===== src/design/xnds_pkg.sv =====
// ----------------------------------------------------------------------------
// xnds_pkg
// Shared types and constants of the xml nesting depth scanner: byte symbol
// codes and the classified byte record that travels from front to back.
// ----------------------------------------------------------------------------
package xnds_pkg;

    typedef logic [3:0] sym_t;

    localparam sym_t SYM_OTHER  = 4'd0;
    localparam sym_t SYM_LT     = 4'd1;
    localparam sym_t SYM_GT     = 4'd2;
    localparam sym_t SYM_BANG   = 4'd3;
    localparam sym_t SYM_QMARK  = 4'd4;
    localparam sym_t SYM_SLASH  = 4'd5;
    localparam sym_t SYM_DASH   = 4'd6;
    localparam sym_t SYM_RBRACK = 4'd7;
    localparam sym_t SYM_SQUOTE = 4'd8;
    localparam sym_t SYM_DQUOTE = 4'd9;

    typedef struct packed {
        logic [7:0] data;
        logic       last;
        sym_t       sym;
        logic       space;
    } byte_info_t;

    localparam int INFO_WIDTH = $bits(byte_info_t);

    localparam int CFG_WIDTH = 16;
    localparam logic [CFG_WIDTH-1:0] DEPTH_LIMIT_RESET = 16'd256;

endpackage


===== src/design/xnds_front.sv =====
// ----------------------------------------------------------------------------
// xnds_front
// Input side: classifies each transferred byte and tags it with its byte
// offset, line and column within the current document.
// ----------------------------------------------------------------------------
module xnds_front
    import xnds_pkg::*;
#(
    parameter int POSITION_WIDTH = 24
)
(
    input  logic                      clk,
    input  logic                      rst_n,
    input  logic                      push,
    input  logic [7:0]                in_byte,
    input  logic                      last_byte,
    output byte_info_t                info,
    output logic [POSITION_WIDTH-1:0] offset,
    output logic [POSITION_WIDTH-1:0] line,
    output logic [POSITION_WIDTH-1:0] column
);

    localparam logic [POSITION_WIDTH-1:0] POS_MAX = '1;
    localparam logic [POSITION_WIDTH-1:0] POS_ONE = POSITION_WIDTH'(1);

    logic [POSITION_WIDTH-1:0] offset_reg, offset_next;
    logic [POSITION_WIDTH-1:0] line_reg, line_next;
    logic [POSITION_WIDTH-1:0] column_reg, column_next;
    sym_t                      sym;

    always_comb
    begin
        case (in_byte)
            8'h3C:   sym = SYM_LT;
            8'h3E:   sym = SYM_GT;
            8'h21:   sym = SYM_BANG;
            8'h3F:   sym = SYM_QMARK;
            8'h2F:   sym = SYM_SLASH;
            8'h2D:   sym = SYM_DASH;
            8'h5D:   sym = SYM_RBRACK;
            8'h27:   sym = SYM_SQUOTE;
            8'h22:   sym = SYM_DQUOTE;
            default: sym = SYM_OTHER;
        endcase
    end

    assign info.data  = in_byte;
    assign info.last  = last_byte;
    assign info.sym   = sym;
    assign info.space = (in_byte inside {8'h20, [8'h09:8'h0D]});

    assign offset = offset_reg;
    assign line   = line_reg;
    assign column = column_reg;

    always_comb
    begin
        offset_next = offset_reg;
        line_next   = line_reg;
        column_next = column_reg;
        if (push)
        begin
            if (last_byte)
            begin
                offset_next = '0;
                line_next   = POS_ONE;
                column_next = POS_ONE;
            end
            else
            begin
                if (offset_reg != POS_MAX)
                begin
                    offset_next = offset_reg + POS_ONE;
                end
                if (in_byte == 8'h0A)
                begin
                    if (line_reg != POS_MAX)
                    begin
                        line_next = line_reg + POS_ONE;
                    end
                    column_next = POS_ONE;
                end
                else if (column_reg != POS_MAX)
                begin
                    column_next = column_reg + POS_ONE;
                end
            end
        end
    end

    always_ff @(posedge clk or negedge rst_n)
    begin
        if (!rst_n)
        begin
            offset_reg <= '0;
            line_reg   <= POS_ONE;
            column_reg <= POS_ONE;
        end
        else
        begin
            offset_reg <= offset_next;
            line_reg   <= line_next;
            column_reg <= column_next;
        end
    end

endmodule


===== src/design/xnds_queue.sv =====
// ----------------------------------------------------------------------------
// xnds_queue
// Two-entry queue between the classifying front and the scanning back.
// ----------------------------------------------------------------------------
module xnds_queue
    import xnds_pkg::*;
#(
    parameter int WIDTH = INFO_WIDTH
)
(
    input  logic             clk,
    input  logic             rst_n,
    input  logic             push,
    input  logic [WIDTH-1:0] wdata,
    input  logic             pop,
    output logic             full,
    output logic             valid,
    output logic [WIDTH-1:0] rdata
);

    logic [WIDTH-1:0] mem [2];
    logic             wr_ptr_reg, wr_ptr_next;
    logic             rd_ptr_reg, rd_ptr_next;
    logic [1:0]       count_reg, count_next;

    assign full  = (count_reg == 2'd2);
    assign valid = (count_reg != 2'd0);
    assign rdata = mem[rd_ptr_reg];

    always_comb
    begin
        wr_ptr_next = push ? ~wr_ptr_reg : wr_ptr_reg;
        rd_ptr_next = pop ? ~rd_ptr_reg : rd_ptr_reg;
        count_next  = count_reg;
        if (push && !pop)
        begin
            count_next = count_reg + 2'd1;
        end
        else if (pop && !push)
        begin
            count_next = count_reg - 2'd1;
        end
    end

    always_ff @(posedge clk)
    begin
        if (push)
        begin
            mem[wr_ptr_reg] <= wdata;
        end
    end

    always_ff @(posedge clk or negedge rst_n)
    begin
        if (!rst_n)
        begin
            wr_ptr_reg <= 1'b0;
            rd_ptr_reg <= 1'b0;
            count_reg  <= 2'd0;
        end
        else
        begin
            wr_ptr_reg <= wr_ptr_next;
            rd_ptr_reg <= rd_ptr_next;
            count_reg  <= count_next;
        end
    end

endmodule


===== src/design/xnds_back.sv =====
// ----------------------------------------------------------------------------
// xnds_back
// Scanner state machine: skips comments, CDATA and processing instructions,
// tracks quotes and tag nesting, and holds the per-document result.
// ----------------------------------------------------------------------------
module xnds_back
    import xnds_pkg::*;
#(
    parameter int POSITION_WIDTH = 24,
    parameter int DEPTH_WIDTH    = 16
)
(
    input  logic                      clk,
    input  logic                      rst_n,
    input  logic                      item_valid,
    input  byte_info_t                item,
    input  logic [POSITION_WIDTH-1:0] item_offset,
    input  logic [POSITION_WIDTH-1:0] item_line,
    input  logic [POSITION_WIDTH-1:0] item_column,
    output logic                      pop,
    input  logic [DEPTH_WIDTH-1:0]    depth_limit,
    output logic                      out_valid,
    input  logic                      out_stall,
    output logic [1:0]                status,
    output logic [POSITION_WIDTH-1:0] error_offset,
    output logic [POSITION_WIDTH-1:0] error_line,
    output logic [POSITION_WIDTH-1:0] error_column
);

    localparam logic [2:0] MODE_TEXT    = 3'd0;
    localparam logic [2:0] MODE_PREFIX  = 3'd1;
    localparam logic [2:0] MODE_TAG     = 3'd2;
    localparam logic [2:0] MODE_COMMENT = 3'd3;
    localparam logic [2:0] MODE_CDATA   = 3'd4;
    localparam logic [2:0] MODE_PI      = 3'd5;

    localparam logic [1:0] QUOTE_NONE   = 2'd0;
    localparam logic [1:0] QUOTE_SINGLE = 2'd1;
    localparam logic [1:0] QUOTE_DOUBLE = 2'd2;

    localparam logic [1:0] ERR_NONE  = 2'd0;
    localparam logic [1:0] ERR_DTD   = 2'd1;
    localparam logic [1:0] ERR_DEPTH = 2'd2;

    localparam logic [1:0] OPEN_COMMENT = 2'd0;
    localparam logic [1:0] OPEN_CDATA   = 2'd1;
    localparam logic [1:0] OPEN_DOCTYPE = 2'd2;

    localparam int DW1 = DEPTH_WIDTH + 1;

    function automatic logic [3:0] opener_len(input logic [1:0] k);
        logic [3:0] len;
        case (k)
            OPEN_COMMENT: len = 4'd4;
            OPEN_CDATA:   len = 4'd9;
            OPEN_DOCTYPE: len = 4'd9;
            default:      len = 4'd0;
        endcase
        return len;
    endfunction

    function automatic logic [7:0] opener_char(input logic [1:0] k, input logic [3:0] idx);
        logic [7:0] c;
        c = 8'h00;
        case (k)
            OPEN_COMMENT:
            begin
                case (idx)
                    4'd2:    c = 8'h2D;
                    4'd3:    c = 8'h2D;
                    default: c = 8'h00;
                endcase
            end
            OPEN_CDATA:
            begin
                case (idx)
                    4'd2:    c = 8'h5B;
                    4'd3:    c = 8'h43;
                    4'd4:    c = 8'h44;
                    4'd5:    c = 8'h41;
                    4'd6:    c = 8'h54;
                    4'd7:    c = 8'h41;
                    4'd8:    c = 8'h5B;
                    default: c = 8'h00;
                endcase
            end
            OPEN_DOCTYPE:
            begin
                case (idx)
                    4'd2:    c = 8'h44;
                    4'd3:    c = 8'h4F;
                    4'd4:    c = 8'h43;
                    4'd5:    c = 8'h54;
                    4'd6:    c = 8'h59;
                    4'd7:    c = 8'h50;
                    4'd8:    c = 8'h45;
                    default: c = 8'h00;
                endcase
            end
            default: c = 8'h00;
        endcase
        return c;
    endfunction

    logic [2:0]                mode_reg, mode_next;
    logic [3:0]                pidx_reg, pidx_next;
    logic [2:0]                cand_reg, cand_next;
    logic [DW1-1:0]            depth_reg, depth_next;
    logic [1:0]                quote_reg, quote_next;
    logic                      closing_reg, closing_next;
    logic                      slash_reg, slash_next;
    logic [1:0]                trun_reg, trun_next;
    logic [POSITION_WIDTH-1:0] tag_offset_reg, tag_offset_next;
    logic [POSITION_WIDTH-1:0] tag_line_reg, tag_line_next;
    logic [POSITION_WIDTH-1:0] tag_column_reg, tag_column_next;
    logic [1:0]                err_reg, err_next;
    logic [1:0]                err_done;

    logic                      out_valid_reg, out_valid_next;
    logic [1:0]                status_reg;
    logic [POSITION_WIDTH-1:0] error_offset_reg;
    logic [POSITION_WIDTH-1:0] error_line_reg;
    logic [POSITION_WIDTH-1:0] error_column_reg;

    logic                      run_tag;
    logic [1:0]                tag_quote;
    logic                      tag_closing;
    logic                      tag_slash;
    logic [2:0]                keep;
    logic [2:0]                hit;
    logic [3:0]                pidx_inc;
    sym_t                      fill_sym;
    logic [1:0]                need;
    logic [DW1-1:0]            depth_inc;
    logic                      pop_last;

    assign pop       = item_valid && (!out_valid_reg || !out_stall);
    assign pop_last  = pop && item.last;
    assign pidx_inc  = pidx_reg + 4'd1;
    assign depth_inc = depth_reg + DW1'(1);

    always_comb
    begin
        mode_next       = mode_reg;
        pidx_next       = pidx_reg;
        cand_next       = cand_reg;
        depth_next      = depth_reg;
        quote_next      = quote_reg;
        closing_next    = closing_reg;
        slash_next      = slash_reg;
        trun_next       = trun_reg;
        tag_offset_next = tag_offset_reg;
        tag_line_next   = tag_line_reg;
        tag_column_next = tag_column_reg;
        err_next        = err_reg;
        run_tag         = 1'b0;
        tag_quote       = quote_reg;
        tag_closing     = closing_reg;
        tag_slash       = slash_reg;
        keep            = '0;
        hit             = '0;
        fill_sym        = SYM_DASH;
        need            = 2'd2;

        if (pop && err_reg == ERR_NONE)
        begin
            case (mode_reg)
                MODE_TEXT:
                begin
                    if (item.sym == SYM_LT)
                    begin
                        tag_offset_next = item_offset;
                        tag_line_next   = item_line;
                        tag_column_next = item_column;
                        mode_next       = MODE_PREFIX;
                        pidx_next       = 4'd1;
                        cand_next       = 3'd0;
                    end
                end
                MODE_PREFIX:
                begin
                    if (pidx_reg <= 4'd1)
                    begin
                        case (item.sym)
                            SYM_BANG:
                            begin
                                pidx_next = 4'd2;
                                cand_next = 3'd7;
                            end
                            SYM_QMARK:
                            begin
                                mode_next = MODE_PI;
                                trun_next = 2'd0;
                            end
                            SYM_SLASH:
                            begin
                                mode_next    = MODE_TAG;
                                closing_next = 1'b1;
                                quote_next   = QUOTE_NONE;
                                slash_next   = 1'b0;
                            end
                            default:
                            begin
                                mode_next    = MODE_TAG;
                                closing_next = 1'b0;
                                run_tag      = 1'b1;
                                tag_quote    = QUOTE_NONE;
                                tag_closing  = 1'b0;
                                tag_slash    = 1'b0;
                            end
                        endcase
                    end
                    else
                    begin
                        for (int k = 0; k < 3; k++)
                        begin
                            keep[k] = cand_reg[k] && (pidx_reg < opener_len(2'(k)))
                                      && (opener_char(2'(k), pidx_reg) == item.data);
                            hit[k]  = keep[k] && (pidx_inc == opener_len(2'(k)));
                        end
                        cand_next = keep;
                        if (keep == 3'd0)
                        begin
                            mode_next    = MODE_TAG;
                            closing_next = 1'b0;
                            run_tag      = 1'b1;
                            tag_quote    = QUOTE_NONE;
                            tag_closing  = 1'b0;
                            tag_slash    = 1'b0;
                        end
                        else
                        begin
                            pidx_next = pidx_inc;
                            if (hit[0])
                            begin
                                trun_next = 2'd0;
                                mode_next = MODE_COMMENT;
                            end
                            else if (hit[1])
                            begin
                                trun_next = 2'd0;
                                mode_next = MODE_CDATA;
                            end
                            else if (hit[2])
                            begin
                                trun_next = 2'd0;
                                err_next  = ERR_DTD;
                            end
                        end
                    end
                end
                MODE_TAG:
                begin
                    run_tag = 1'b1;
                end
                MODE_COMMENT, MODE_CDATA, MODE_PI:
                begin
                    if (mode_reg == MODE_CDATA)
                    begin
                        fill_sym = SYM_RBRACK;
                    end
                    else if (mode_reg == MODE_PI)
                    begin
                        fill_sym = SYM_QMARK;
                        need     = 2'd1;
                    end
                    if (item.sym == SYM_GT && trun_reg >= need)
                    begin
                        mode_next = MODE_TEXT;
                        trun_next = 2'd0;
                    end
                    else if (item.sym == fill_sym)
                    begin
                        if (trun_reg < need)
                        begin
                            trun_next = trun_reg + 2'd1;
                        end
                    end
                    else
                    begin
                        trun_next = 2'd0;
                    end
                end
                default:
                begin
                    mode_next = MODE_TEXT;
                end
            endcase

            if (run_tag)
            begin
                quote_next = tag_quote;
                slash_next = tag_slash;
                if (tag_quote == QUOTE_NONE && item.sym == SYM_GT)
                begin
                    mode_next = MODE_TEXT;
                    if (tag_closing)
                    begin
                        if (depth_reg != '0)
                        begin
                            depth_next = depth_reg - DW1'(1);
                        end
                    end
                    else if (!tag_slash)
                    begin
                        depth_next = depth_inc;
                        if (depth_inc > {1'b0, depth_limit})
                        begin
                            err_next = ERR_DEPTH;
                        end
                    end
                end
                else
                begin
                    if (!item.space)
                    begin
                        slash_next = (item.sym == SYM_SLASH);
                    end
                    if (tag_quote == QUOTE_SINGLE)
                    begin
                        if (item.sym == SYM_SQUOTE)
                        begin
                            quote_next = QUOTE_NONE;
                        end
                    end
                    else if (tag_quote == QUOTE_DOUBLE)
                    begin
                        if (item.sym == SYM_DQUOTE)
                        begin
                            quote_next = QUOTE_NONE;
                        end
                    end
                    else if (item.sym == SYM_SQUOTE)
                    begin
                        quote_next = QUOTE_SINGLE;
                    end
                    else if (item.sym == SYM_DQUOTE)
                    begin
                        quote_next = QUOTE_DOUBLE;
                    end
                end
            end
        end

        err_done = err_next;

        // rearm for the next document
        if (pop_last)
        begin
            mode_next       = MODE_TEXT;
            pidx_next       = 4'd0;
            cand_next       = 3'd0;
            depth_next      = '0;
            quote_next      = QUOTE_NONE;
            closing_next    = 1'b0;
            slash_next      = 1'b0;
            trun_next       = 2'd0;
            tag_offset_next = '0;
            tag_line_next   = '0;
            tag_column_next = '0;
            err_next        = ERR_NONE;
        end
    end

    always_comb
    begin
        out_valid_next = out_valid_reg;
        if (pop_last)
        begin
            out_valid_next = 1'b1;
        end
        else if (!out_stall)
        begin
            out_valid_next = 1'b0;
        end
    end

    always_ff @(posedge clk or negedge rst_n)
    begin
        if (!rst_n)
        begin
            mode_reg       <= MODE_TEXT;
            pidx_reg       <= 4'd0;
            cand_reg       <= 3'd0;
            depth_reg      <= '0;
            quote_reg      <= QUOTE_NONE;
            closing_reg    <= 1'b0;
            slash_reg      <= 1'b0;
            trun_reg       <= 2'd0;
            tag_offset_reg <= '0;
            tag_line_reg   <= '0;
            tag_column_reg <= '0;
            err_reg        <= ERR_NONE;
            out_valid_reg  <= 1'b0;
        end
        else
        begin
            mode_reg       <= mode_next;
            pidx_reg       <= pidx_next;
            cand_reg       <= cand_next;
            depth_reg      <= depth_next;
            quote_reg      <= quote_next;
            closing_reg    <= closing_next;
            slash_reg      <= slash_next;
            trun_reg       <= trun_next;
            tag_offset_reg <= tag_offset_next;
            tag_line_reg   <= tag_line_next;
            tag_column_reg <= tag_column_next;
            err_reg        <= err_next;
            out_valid_reg  <= out_valid_next;
        end
    end

    // result payload, computed from the state after the last byte
    always_ff @(posedge clk)
    begin
        if (pop_last)
        begin
            status_reg <= err_done;
            if (err_done != ERR_NONE)
            begin
                error_offset_reg <= tag_offset_reg;
                error_line_reg   <= tag_line_reg;
                error_column_reg <= tag_column_reg;
            end
            else
            begin
                error_offset_reg <= '0;
                error_line_reg   <= '0;
                error_column_reg <= '0;
            end
        end
    end

    assign out_valid    = out_valid_reg;
    assign status       = status_reg;
    assign error_offset = error_offset_reg;
    assign error_line   = error_line_reg;
    assign error_column = error_column_reg;

    a_prefix_index_range: assert property (@(posedge clk) disable iff (!rst_n)
        (mode_reg == MODE_PREFIX && err_reg == ERR_NONE) |-> (pidx_reg >= 4'd1 && pidx_reg <= 4'd8))
        else $error("prefix index out of range");

    a_last_gives_result: assert property (@(posedge clk) disable iff (!rst_n)
        pop_last |=> out_valid_reg)
        else $error("last byte did not produce a result");

    a_no_pop_when_blocked: assert property (@(posedge clk) disable iff (!rst_n)
        (out_valid_reg && out_stall) |-> !pop)
        else $error("byte taken while result slot blocked");

    a_error_sticky: assert property (@(posedge clk) disable iff (!rst_n)
        (err_reg != ERR_NONE && !pop_last) |=> ($stable(err_reg) && $stable(tag_offset_reg)))
        else $error("error state changed before end of document");

    a_terminator_run_bound: assert property (@(posedge clk) disable iff (!rst_n)
        (mode_reg == MODE_PI) |-> (trun_reg <= 2'd1))
        else $error("terminator run too long in processing instruction");

endmodule


===== src/design/xml_nesting_depth_scanner.sv =====
// ----------------------------------------------------------------------------
// xml_nesting_depth_scanner
// Streams an XML document byte by byte and reports, on its last byte, the
// first DOCTYPE or nesting-depth violation with its offset, line and column.
// ----------------------------------------------------------------------------
// The scanner takes one byte per clock while in_stall is low and presents
// one result per document in an output register, loaded as its last byte leaves the queue.
// Each byte is classified and tagged with its position at the input, held
// in a two-entry queue, and then run through the registered scanner state
// update; that update sets the one-byte-per-clock rate. A finished result
// sits in an output register; while it is stalled the queue takes up to two
// more bytes, then in_stall rises until the result is transferred. The depth
// limit may be rewritten between documents through cfg_wr_en and
// cfg_wr_data; only its low DEPTH_WIDTH bits are kept.
// ----------------------------------------------------------------------------
module xml_nesting_depth_scanner
    import xnds_pkg::*;
#(
    parameter int POSITION_WIDTH = 24,
    parameter int DEPTH_WIDTH    = 16
)
(
    input  logic                      clk,
    input  logic                      rst_n,
    input  logic                      cfg_wr_en,
    input  logic [CFG_WIDTH-1:0]      cfg_wr_data,
    input  logic                      in_valid,
    output logic                      in_stall,
    input  logic [7:0]                in_byte,
    input  logic                      last_byte,
    output logic                      out_valid,
    input  logic                      out_stall,
    output logic [1:0]                status,
    output logic [POSITION_WIDTH-1:0] error_offset,
    output logic [POSITION_WIDTH-1:0] error_line,
    output logic [POSITION_WIDTH-1:0] error_column
);

    localparam int Q_WIDTH = INFO_WIDTH + 3 * POSITION_WIDTH;

    logic [DEPTH_WIDTH-1:0]           depth_limit_reg, depth_limit_next;
    logic [DEPTH_WIDTH+CFG_WIDTH-1:0] cfg_ext;
    logic [DEPTH_WIDTH+CFG_WIDTH-1:0] reset_ext;

    logic                      push;
    logic                      q_full;
    logic                      q_valid;
    logic                      pop;
    logic [Q_WIDTH-1:0]        q_wdata;
    logic [Q_WIDTH-1:0]        q_rdata;
    byte_info_t                front_info;
    byte_info_t                back_info;
    logic [POSITION_WIDTH-1:0] front_offset, front_line, front_column;
    logic [POSITION_WIDTH-1:0] back_offset, back_line, back_column;

    assign cfg_ext          = {{DEPTH_WIDTH{1'b0}}, cfg_wr_data};
    assign reset_ext        = {{DEPTH_WIDTH{1'b0}}, DEPTH_LIMIT_RESET};
    assign depth_limit_next = cfg_wr_en ? cfg_ext[DEPTH_WIDTH-1:0] : depth_limit_reg;

    always_ff @(posedge clk or negedge rst_n)
    begin
        if (!rst_n)
        begin
            depth_limit_reg <= reset_ext[DEPTH_WIDTH-1:0];
        end
        else
        begin
            depth_limit_reg <= depth_limit_next;
        end
    end

    assign in_stall = q_full;
    assign push     = in_valid && !q_full;

    xnds_front #(
        .POSITION_WIDTH (POSITION_WIDTH)
    ) u_front (
        .clk       (clk),
        .rst_n     (rst_n),
        .push      (push),
        .in_byte   (in_byte),
        .last_byte (last_byte),
        .info      (front_info),
        .offset    (front_offset),
        .line      (front_line),
        .column    (front_column)
    );

    assign q_wdata = {front_info, front_offset, front_line, front_column};

    xnds_queue #(
        .WIDTH (Q_WIDTH)
    ) u_queue (
        .clk   (clk),
        .rst_n (rst_n),
        .push  (push),
        .wdata (q_wdata),
        .pop   (pop),
        .full  (q_full),
        .valid (q_valid),
        .rdata (q_rdata)
    );

    assign {back_info, back_offset, back_line, back_column} = q_rdata;

    xnds_back #(
        .POSITION_WIDTH (POSITION_WIDTH),
        .DEPTH_WIDTH    (DEPTH_WIDTH)
    ) u_back (
        .clk          (clk),
        .rst_n        (rst_n),
        .item_valid   (q_valid),
        .item         (back_info),
        .item_offset  (back_offset),
        .item_line    (back_line),
        .item_column  (back_column),
        .pop          (pop),
        .depth_limit  (depth_limit_reg),
        .out_valid    (out_valid),
        .out_stall    (out_stall),
        .status       (status),
        .error_offset (error_offset),
        .error_line   (error_line),
        .error_column (error_column)
    );

endmodule

===== config.mk =====
export PLATFORM = sky130hd
export DESIGN_NAME = xml_nesting_depth_scanner
export DESIGN_NICKNAME = d
export VERILOG_FILES = /design/src/design/xnds_pkg.sv /design/src/design/xnds_front.sv /design/src/design/xnds_queue.sv /design/src/design/xnds_back.sv /design/src/design/xml_nesting_depth_scanner.sv
export SDC_FILE = /design/constraint.sdc
export NUM_CORES = 1
export LEC_CHECK = 0
export BUFFER_PORTS_ARGS = -buffer_cell sky130_fd_sc_hd__buf_4
export CAP_MARGIN = 30
export CORE_MARGIN = 5
export CORE_UTILIZATION = 65
export CTS_CLUSTER_DIAMETER = 100
export DETAILED_ROUTE_END_ITERATION = 10
export PLACE_DENSITY = 0.84
export SYNTH_ARGS = -nofsm -noshare
export SYNTH_HDL_FRONTEND = slang
export SYNTH_SLANG_ARGS = --single-unit

===== constraint.sdc =====
create_clock -name clk -period 12.8 [get_ports clk]
set_input_delay 0.64 -clock clk [delete_from_list [all_inputs] [get_ports clk]]
set_output_delay 0.64 -clock clk [all_outputs]
set_load 0.05 [all_outputs]

==> results.sh, run 1 <==
export IMPL_async_flop_share=0.448
export IMPL_antenna_left=0
export IMPL_cts_tree="built"
export IMPL_p_leak_nw=9.16
export IMPL_synthMuxAreaShare=0.0530
export IMPL_p_int_mw=3.24
export IMPL_synth_area_leaders="edfxtp_1, dfrtp_1, mux2i_1, nand2_1, o31ai_1"
export IMPL_synth_xor_area_frac=0.0374
export IMPL_wl_um=42600
export IMPL_die_w_um=185
export IMPL_power_frac_comb=0.312
export IMPL_outcome="completed"
export IMPL_synth_edf_count=246
export IMPL_numPortBuffers=105
export IMPL_drt_first_pass_iters=5
export IMPL_slowest_delay_ps=620
export IMPL_yosysSeqAreaShare=0.622
export IMPL_path_cells="ha_1 -> nand3_1 -> nor3_1 -> inv_1 -> nor2_1 -> nand2_1 -> xnor2_1 -> ha_1 -> a21o_1 -> a21o_1 -> a21oi_1 -> o21ai_0 -> a21oi_1 -> a31o_2 -> a221oi_2 -> or3_2 -> buf_12 -> and2_1"
export IMPL_layout_drive_gt1_share=0.126
export IMPL_wl_per_cell_um=19.7
export IMPL_grt_use_total=0.251
export IMPL_vias=13300
export IMPL_nNetsFinal=1793
export IMPL_synth_top_area_frac=0.371
export IMPL_cp_slowest_cell="or3_2"
export IMPL_cts_buffers=44
export IMPL_postCtsSetupRepairBufs=0
export IMPL_cts_clk_slew_worst_paths_ps=60
export IMPL_drc=0
export IMPL_n_antenna_cell=0
export IMPL_synth_most_common_cell="edfxtp_1"
export IMPL_setup_viol=0
export IMPL_yosysWarnings=0
export IMPL_crit_type="register to register"
export IMPL_clk_latency_ps=540
export IMPL_fillers=1898
export IMPL_ctsResizeCount=0
export IMPL_grt_pass1_vias=13700
export IMPL_syn_to_final_growth_pct=13.0
export IMPL_core_area_mm2=0.0304
export IMPL_synth_simple_area_share=0.145
export IMPL_gr_total_overflow=0
export IMPL_period_needed_ps=4520
export IMPL_pwr_share_seq=0.432
export IMPL_grt_pass1_wl_um=70000
export IMPL_cts_buffer_depth=3
export IMPL_endpoint_kind="register"
export IMPL_arrival_ps=4810
export IMPL_largest_reg_flops=172
export IMPL_rsz0062_at_grt="false"
export IMPL_die_area_mm2=0.0342
export IMPL_synth_area_leader_cell="edfxtp_1"
export IMPL_fin_skew_ps=16.6
export IMPL_die_h_um=185
export IMPL_cts_hold_buf=0
export IMPL_routabilityCongestion=0.926
export IMPL_drt_iter0_drc=1320
export IMPL_io_pin_count=106
export IMPL_maxCapViolations=0
export IMPL_cts_sinks=446
export IMPL_viasPerCell=6.14
export IMPL_layout_setup_ws_ps=8280
export IMPL_regMostFlops="u_queue.mem"
export IMPL_synth_cell_types=71
export IMPL_finalSetupTns_ps=0
export IMPL_ctsRootBufferMaster="clkbuf_16"
export IMPL_synth_main_ff_cell="edfxtp_1"
export IMPL_hold_class="primary input to asynchronous set/reset pin"
export IMPL_antenna_found_initial=0
export IMPL_finalHoldViolations=0
export IMPL_powerDensity_mw_per_mm2=226
export IMPL_switchingPower_mw=1.84
export IMPL_rows=64
export IMPL_tightest_slew_ps=996
export IMPL_place_ws_ps=8360
export IMPL_cts_htree_levels=2
export IMPL_syn_avg_cell_area_um2=12.1
export IMPL_grt_max_degree=107
export IMPL_synth_compound_area_frac=0.0947
export IMPL_utilization=0.739
export IMPL_final_max_slew_viol_count=0
export IMPL_p_clk_frac=0.256
export IMPL_syn_instance_count=1649
export IMPL_start_util=0.654
export IMPL_synth_top_family_by_area="simple AND/OR/NAND/NOR gates"
export IMPL_p_sw_frac=0.362
export IMPL_start_kind="register"
export IMPL_worstPathMaxFanout=53
export IMPL_post_route_period_util=0.353
export IMPL_fmax_mhz=221
export IMPL_dp_hpwl_um=27000
export IMPL_timing_slew_headroom=0.336
export IMPL_ys_ff_latch=446
export IMPL_synth_commonest_cells="edfxtp_1, dfrtp_1, nand2_1, nor2_1, mux2i_1"
export IMPL_ir_worst_vdd_mv=0.148
export IMPL_yosys_area_share_adder=0.0188
export IMPL_syn_area_mm2=0.0199
export IMPL_syn_num_nets=1709
export IMPL_cp_required_ps=13090
==> critical path, delay by kind of cell (launching register included) <==
kind                       cells  cell delay [ps]
AOI/OAI and AO/OA              7              920
xor gates and xnor gates       1              200
adders and majority gates      2              540
buffers and inverters          2              380
DFF                            1              480
and+or+nand+nor                6             1710
==> kinds of logic after synthesis <==
family	count (synthesis)
flops	446
compound gates	275
fa+ha+maj	30
simple gates	584
xor+xnor	85
mux	104
buf+inv	125
==> worst paths after layout <==
check / cells after the start / start / slack, ps / to
worst max-delay path: 18 / u_back.depth_reg[0]$_DFFE_PN0P_ / 8280 / u_back.error_offset[9]$_SDFFCE_PN0P_
worst min-delay path: 1 / rst_n / 140 / depth_limit_reg[4]$_DFFE_PN0P_
worst max register to register: 18 / u_back.depth_reg[0]$_DFFE_PN0P_ / 8280 / u_back.error_offset[9]$_SDFFCE_PN0P_
worst min register to register: 2 / u_back.tag_line_reg[11]$_DFFE_PN0P_ / 470 / u_back.tag_line_reg[11]$_DFFE_PN0P_
max in group asynchronous: 3 / rst_n / 10500 / u_front.line[12]$_DFFE_PN0P_
min in group clk: 3 / cfg_wr_data[1] / 310 / depth_limit_reg[1]$_DFFE_PN0P_
==> through the flow <==
stage	total power, mW	cells	hold slack, ps	cell area, um^2
floorplan	3.31	1649	344	19900
global placement	3.69	2079	451	20900
detailed placement	3.75	2081	461	21000
CTS	5.07	2161	173	22500
global route	5.33	2163	197	22500
finish	5.08	2163	140	22500
==> area by class of cell <==
type,count,area [um^2],share of cell area
Sequential cell,446,12400,0.551
Timing Repair Buffer,121,980,0.0435
Inverter,42,163,0.00723
Multi-Input combinational cell,1078,6990,0.310
Clock buffer,62,1250,0.0555
Tap cell,396,495,0.0220
Clock inverter,18,228,0.0101
==> power by group through the flow <==
stage | sequential [mW] | clock (mW) | combinational (mW)
after global routing | 2.23 | 1.39 | 1.71
after detailed placement | 2.21 | 0 | 1.54
after CTS | 2.19 | 1.32 | 1.56
after global placement | 2.20 | 0 | 1.49
after floorplan | 2.41 | 0 | 0.901
final | 2.19 | 1.30 | 1.58
==> cells in the final DEF (no fill, tap or decap), types with 8 or more instances in the layout <==
cell | synthesis | routed
a21o_1 | 10 | 10
a21oi_1 | 41 | 41
a31oi_1 | 11 | 10
and2_1 | 82 | 82
and3_1 | 30 | 30
and4_1 | 9 | 9
buf_4 | 1 | 116
clkbuf_1 | 58 | 10
clkbuf_16 | 0 | 44
clkbuf_8 | 0 | 9
dfrtp_1 | 197 | 196
edfxtp_1 | 246 | 246
ha_1 | 30 | 30
inv_1 | 42 | 41
mux2i_1 | 96 | 96
nand2_1 | 173 | 173
nand2b_1 | 11 | 11
nand3_1 | 44 | 44
nand4_1 | 23 | 23
nor2_1 | 116 | 113
nor2b_1 | 18 | 18
nor3_1 | 30 | 30
nor4_1 | 13 | 13
o21ai_0 | 62 | 62
o22ai_1 | 8 | 8
o31ai_1 | 75 | 75
or3_1 | 20 | 19
xnor2_1 | 40 | 40
xor2_1 | 45 | 45
==> per-layer routing <==
metal  global-route usage  vias to the layer above  part of all wire
met2                0.420                      496              0.49
met1                0.346                     6536              0.42
met3               0.0379                       94             0.063
li1                     -                     6159                 -
met4               0.0790                        0             0.027
met5                    0                        -                 0
(Power assumes the default switching activity.)
==> inputs of run 2 (changes only) <==
- CORE_UTILIZATION: 65 -> 55
- PLACE_DENSITY: 0.84 -> 0.76
- clock period: 12.8 -> 4 ns (I/O delays scaled with it)
==> results.sh, run 2 (same netlist as run 1, synthesis figures left out) <==
export IMPL_outcome="completed"
export IMPL_grt_use_total=0.207
export IMPL_fmax_mhz=270
export IMPL_largest_reg_flops=172
export IMPL_tightest_slew_ps=906
export IMPL_regMostFlops="u_queue.mem"
export IMPL_io_pin_count=106
export IMPL_vias=13200
export IMPL_path_buf_inv=0
export IMPL_drt_iter0_drc=949
export IMPL_rows=69
export IMPL_dp_cells=2175
export IMPL_wl_um=41800
export IMPL_clk_latency_ps=560
export IMPL_numPortBuffers=105
export IMPL_start_util=0.559
export IMPL_utilization=0.652
export IMPL_die_w_um=200
export IMPL_cts_buffer_depth=3
export IMPL_arrival_ps=4140
export IMPL_nNetsFinal=1851
export IMPL_powerDensity_mw_per_mm2=708
export IMPL_rsz0062_at_grt="false"
export IMPL_path_cells="ha_1 -> nor3_1 -> o32ai_1 -> xnor2_1 -> nor4_4 -> a2111oi_2 -> o31a_1 -> o32a_1 -> o2111ai_1 -> and3_1"
export IMPL_grt_pass1_wl_um=69500
export IMPL_cts_sinks=446
export IMPL_grt_max_degree=110
export IMPL_maxCapViolations=0
export IMPL_cts_tree="built"
export IMPL_antenna_found_initial=0
export IMPL_dp_hpwl_um=27100
export IMPL_worstPathMaxFanout=15
export IMPL_routabilityCongestion=0.917
export IMPL_period_needed_ps=3700
export IMPL_die_area_mm2=0.0401
export IMPL_cts_buffers=47
export IMPL_rrSetupSlack_ps=300
export IMPL_final_cell_mix="edfxtp_1, dfrtp_1, nand2_1"
export IMPL_core_area_mm2=0.0357
export IMPL_use_met1=0.283
export IMPL_final_max_slew_viol_count=0
export IMPL_cp_slowest_cell="o31a_1"
export IMPL_wl_per_cell_um=18.2
export IMPL_setup_viol=0
export IMPL_cp_required_ps=4440
export IMPL_slowest_delay_ps=610
export IMPL_drt_first_pass_iters=5
export IMPL_crit_type="register to register"
export IMPL_syn_to_final_growth_pct=16.7
export IMPL_gr_total_overflow=0
export IMPL_drc=0
export IMPL_use_met3=0.0328
export IMPL_viasPerCell=5.76
export IMPL_endpoint_kind="register"
export IMPL_layout_drive_gt1_share=0.145
export IMPL_start_kind="register"
export IMPL_finalHoldViolations=0
export IMPL_gr_usage_met2=0.355
export IMPL_ctsRootBufferMaster="clkbuf_16"
export IMPL_hold_class="primary input to register"
export IMPL_crit_family="compound AO/OA/AOI/OAI gates"
export IMPL_antenna_left=0
export IMPL_die_h_um=200
export IMPL_fillers=2539
export IMPL_n_antenna_cell=0
export IMPL_busiest_layer="met2"
export IMPL_post_route_period_util=0.925
export IMPL_timing_slew_headroom=0.396
export IMPL_cts_clk_slew_worst_paths_ps=60
export IMPL_grt_pass1_vias=13300
export IMPL_p_leak_nw=9.49
export IMPL_cts_htree_levels=2
export IMPL_final_instance_count_excl_fill=2291
export IMPL_ir_worst_vdd_mv=0.399
export IMPL_final_common_cell="edfxtp_1"
export IMPL_fin_skew_ps=8.37
==> run 2: cell types whose count changed in the layout (fill, tap and decap cells not counted), sizes merged <==
cell	delta
clkinvlp	-1
dlygate4sd3	+27
inv	-1
buf	+28
clkinv	+5
bufinv	-1
clkbuf	+6
==> run 2: repair_timing <==
| item | CTS | global route |
|---|---|---|
| resized for setup | 0 | 10 |
| endpoints found under the hold margin | 140 | 0 |
| hold buffers | 27 | 0 |
| endpoints found under the setup margin | 0 | 72 |
| buffers inserted | 0 | 0 |
==> run 2: worst paths after layout <==
kind	startpoint	end	cells past startpoint
setup / recovery	u_back.pidx_reg[0]$_DFFE_PN0P_	u_back.depth_reg[7]$_DFFE_PN0P_	10
hold / removal	cfg_wr_en	depth_limit_reg[2]$_DFFE_PN0P_	3
setup reg to reg	u_back.pidx_reg[0]$_DFFE_PN0P_	u_back.depth_reg[7]$_DFFE_PN0P_	10
hold reg to reg	u_back.tag_column_reg[1]$_DFFE_PN0P_	u_back.tag_column_reg[1]$_DFFE_PN0P_	2
max in group asynchronous	rst_n	u_front.line[0]$_DFFE_PN1P_	4
min in group asynchronous	rst_n	u_back.cand_reg[2]$_DFFE_PN0P_	2
==> run 2: final cells by class <==
type                            count  area [um^2]  area share
Inverter                           42          163     0.00700
Tap cell                          461          577      0.0248
Clock inverter                     20          193     0.00829
Clock buffer                       68         1420      0.0611
Sequential cell                   446        12400       0.534
Multi-Input combinational cell   1078         7020       0.302
Timing Repair Buffer              176         1460      0.0628
==> run 2: metrics by stage <==
step | setup TNS, ps | instance area (um^2) | worst slack, ps | hold WS [ps] | total power, mW
after floorplan | -136280 | 19900 | -792 | -95.6 | 10.6
after global placement | 0 | 21300 | 176 | 374 | 12.0
after detailed placement | 0 | 21300 | 83.9 | 405 | 12.1
after CTS | 0 | 23200 | 83.4 | 0.210 | 16.6
after global routing | 0 | 23200 | 97.6 | 33.9 | 17.3
final | 0 | 23200 | 300 | 34.2 | 16.5
==> run 2: tightest hold or removal path: cells and delay by family <==
family	cells	cell delay, ps
AOI/OAI and AO/OA	1	60
buffers and inverters	1	200
and+or+nand+nor	1	70
==> run 2: per-layer routing <==
metal	wire length (um)	vias to the layer above
li1	-	6277
met2	20500	361
met1	18300	6500
met3	2230	65
met4	733	0
met5	0	-
==> run 2: report_power, final <==
| part | internal, mW | leakage, nW | switching, mW |
|---|---|---|---|
| Clock | 2.67 | 0.802 | 1.74 |
| Sequential | 6.28 | 4.93 | 0.601 |
| Combinational | 1.66 | 3.76 | 3.50 |
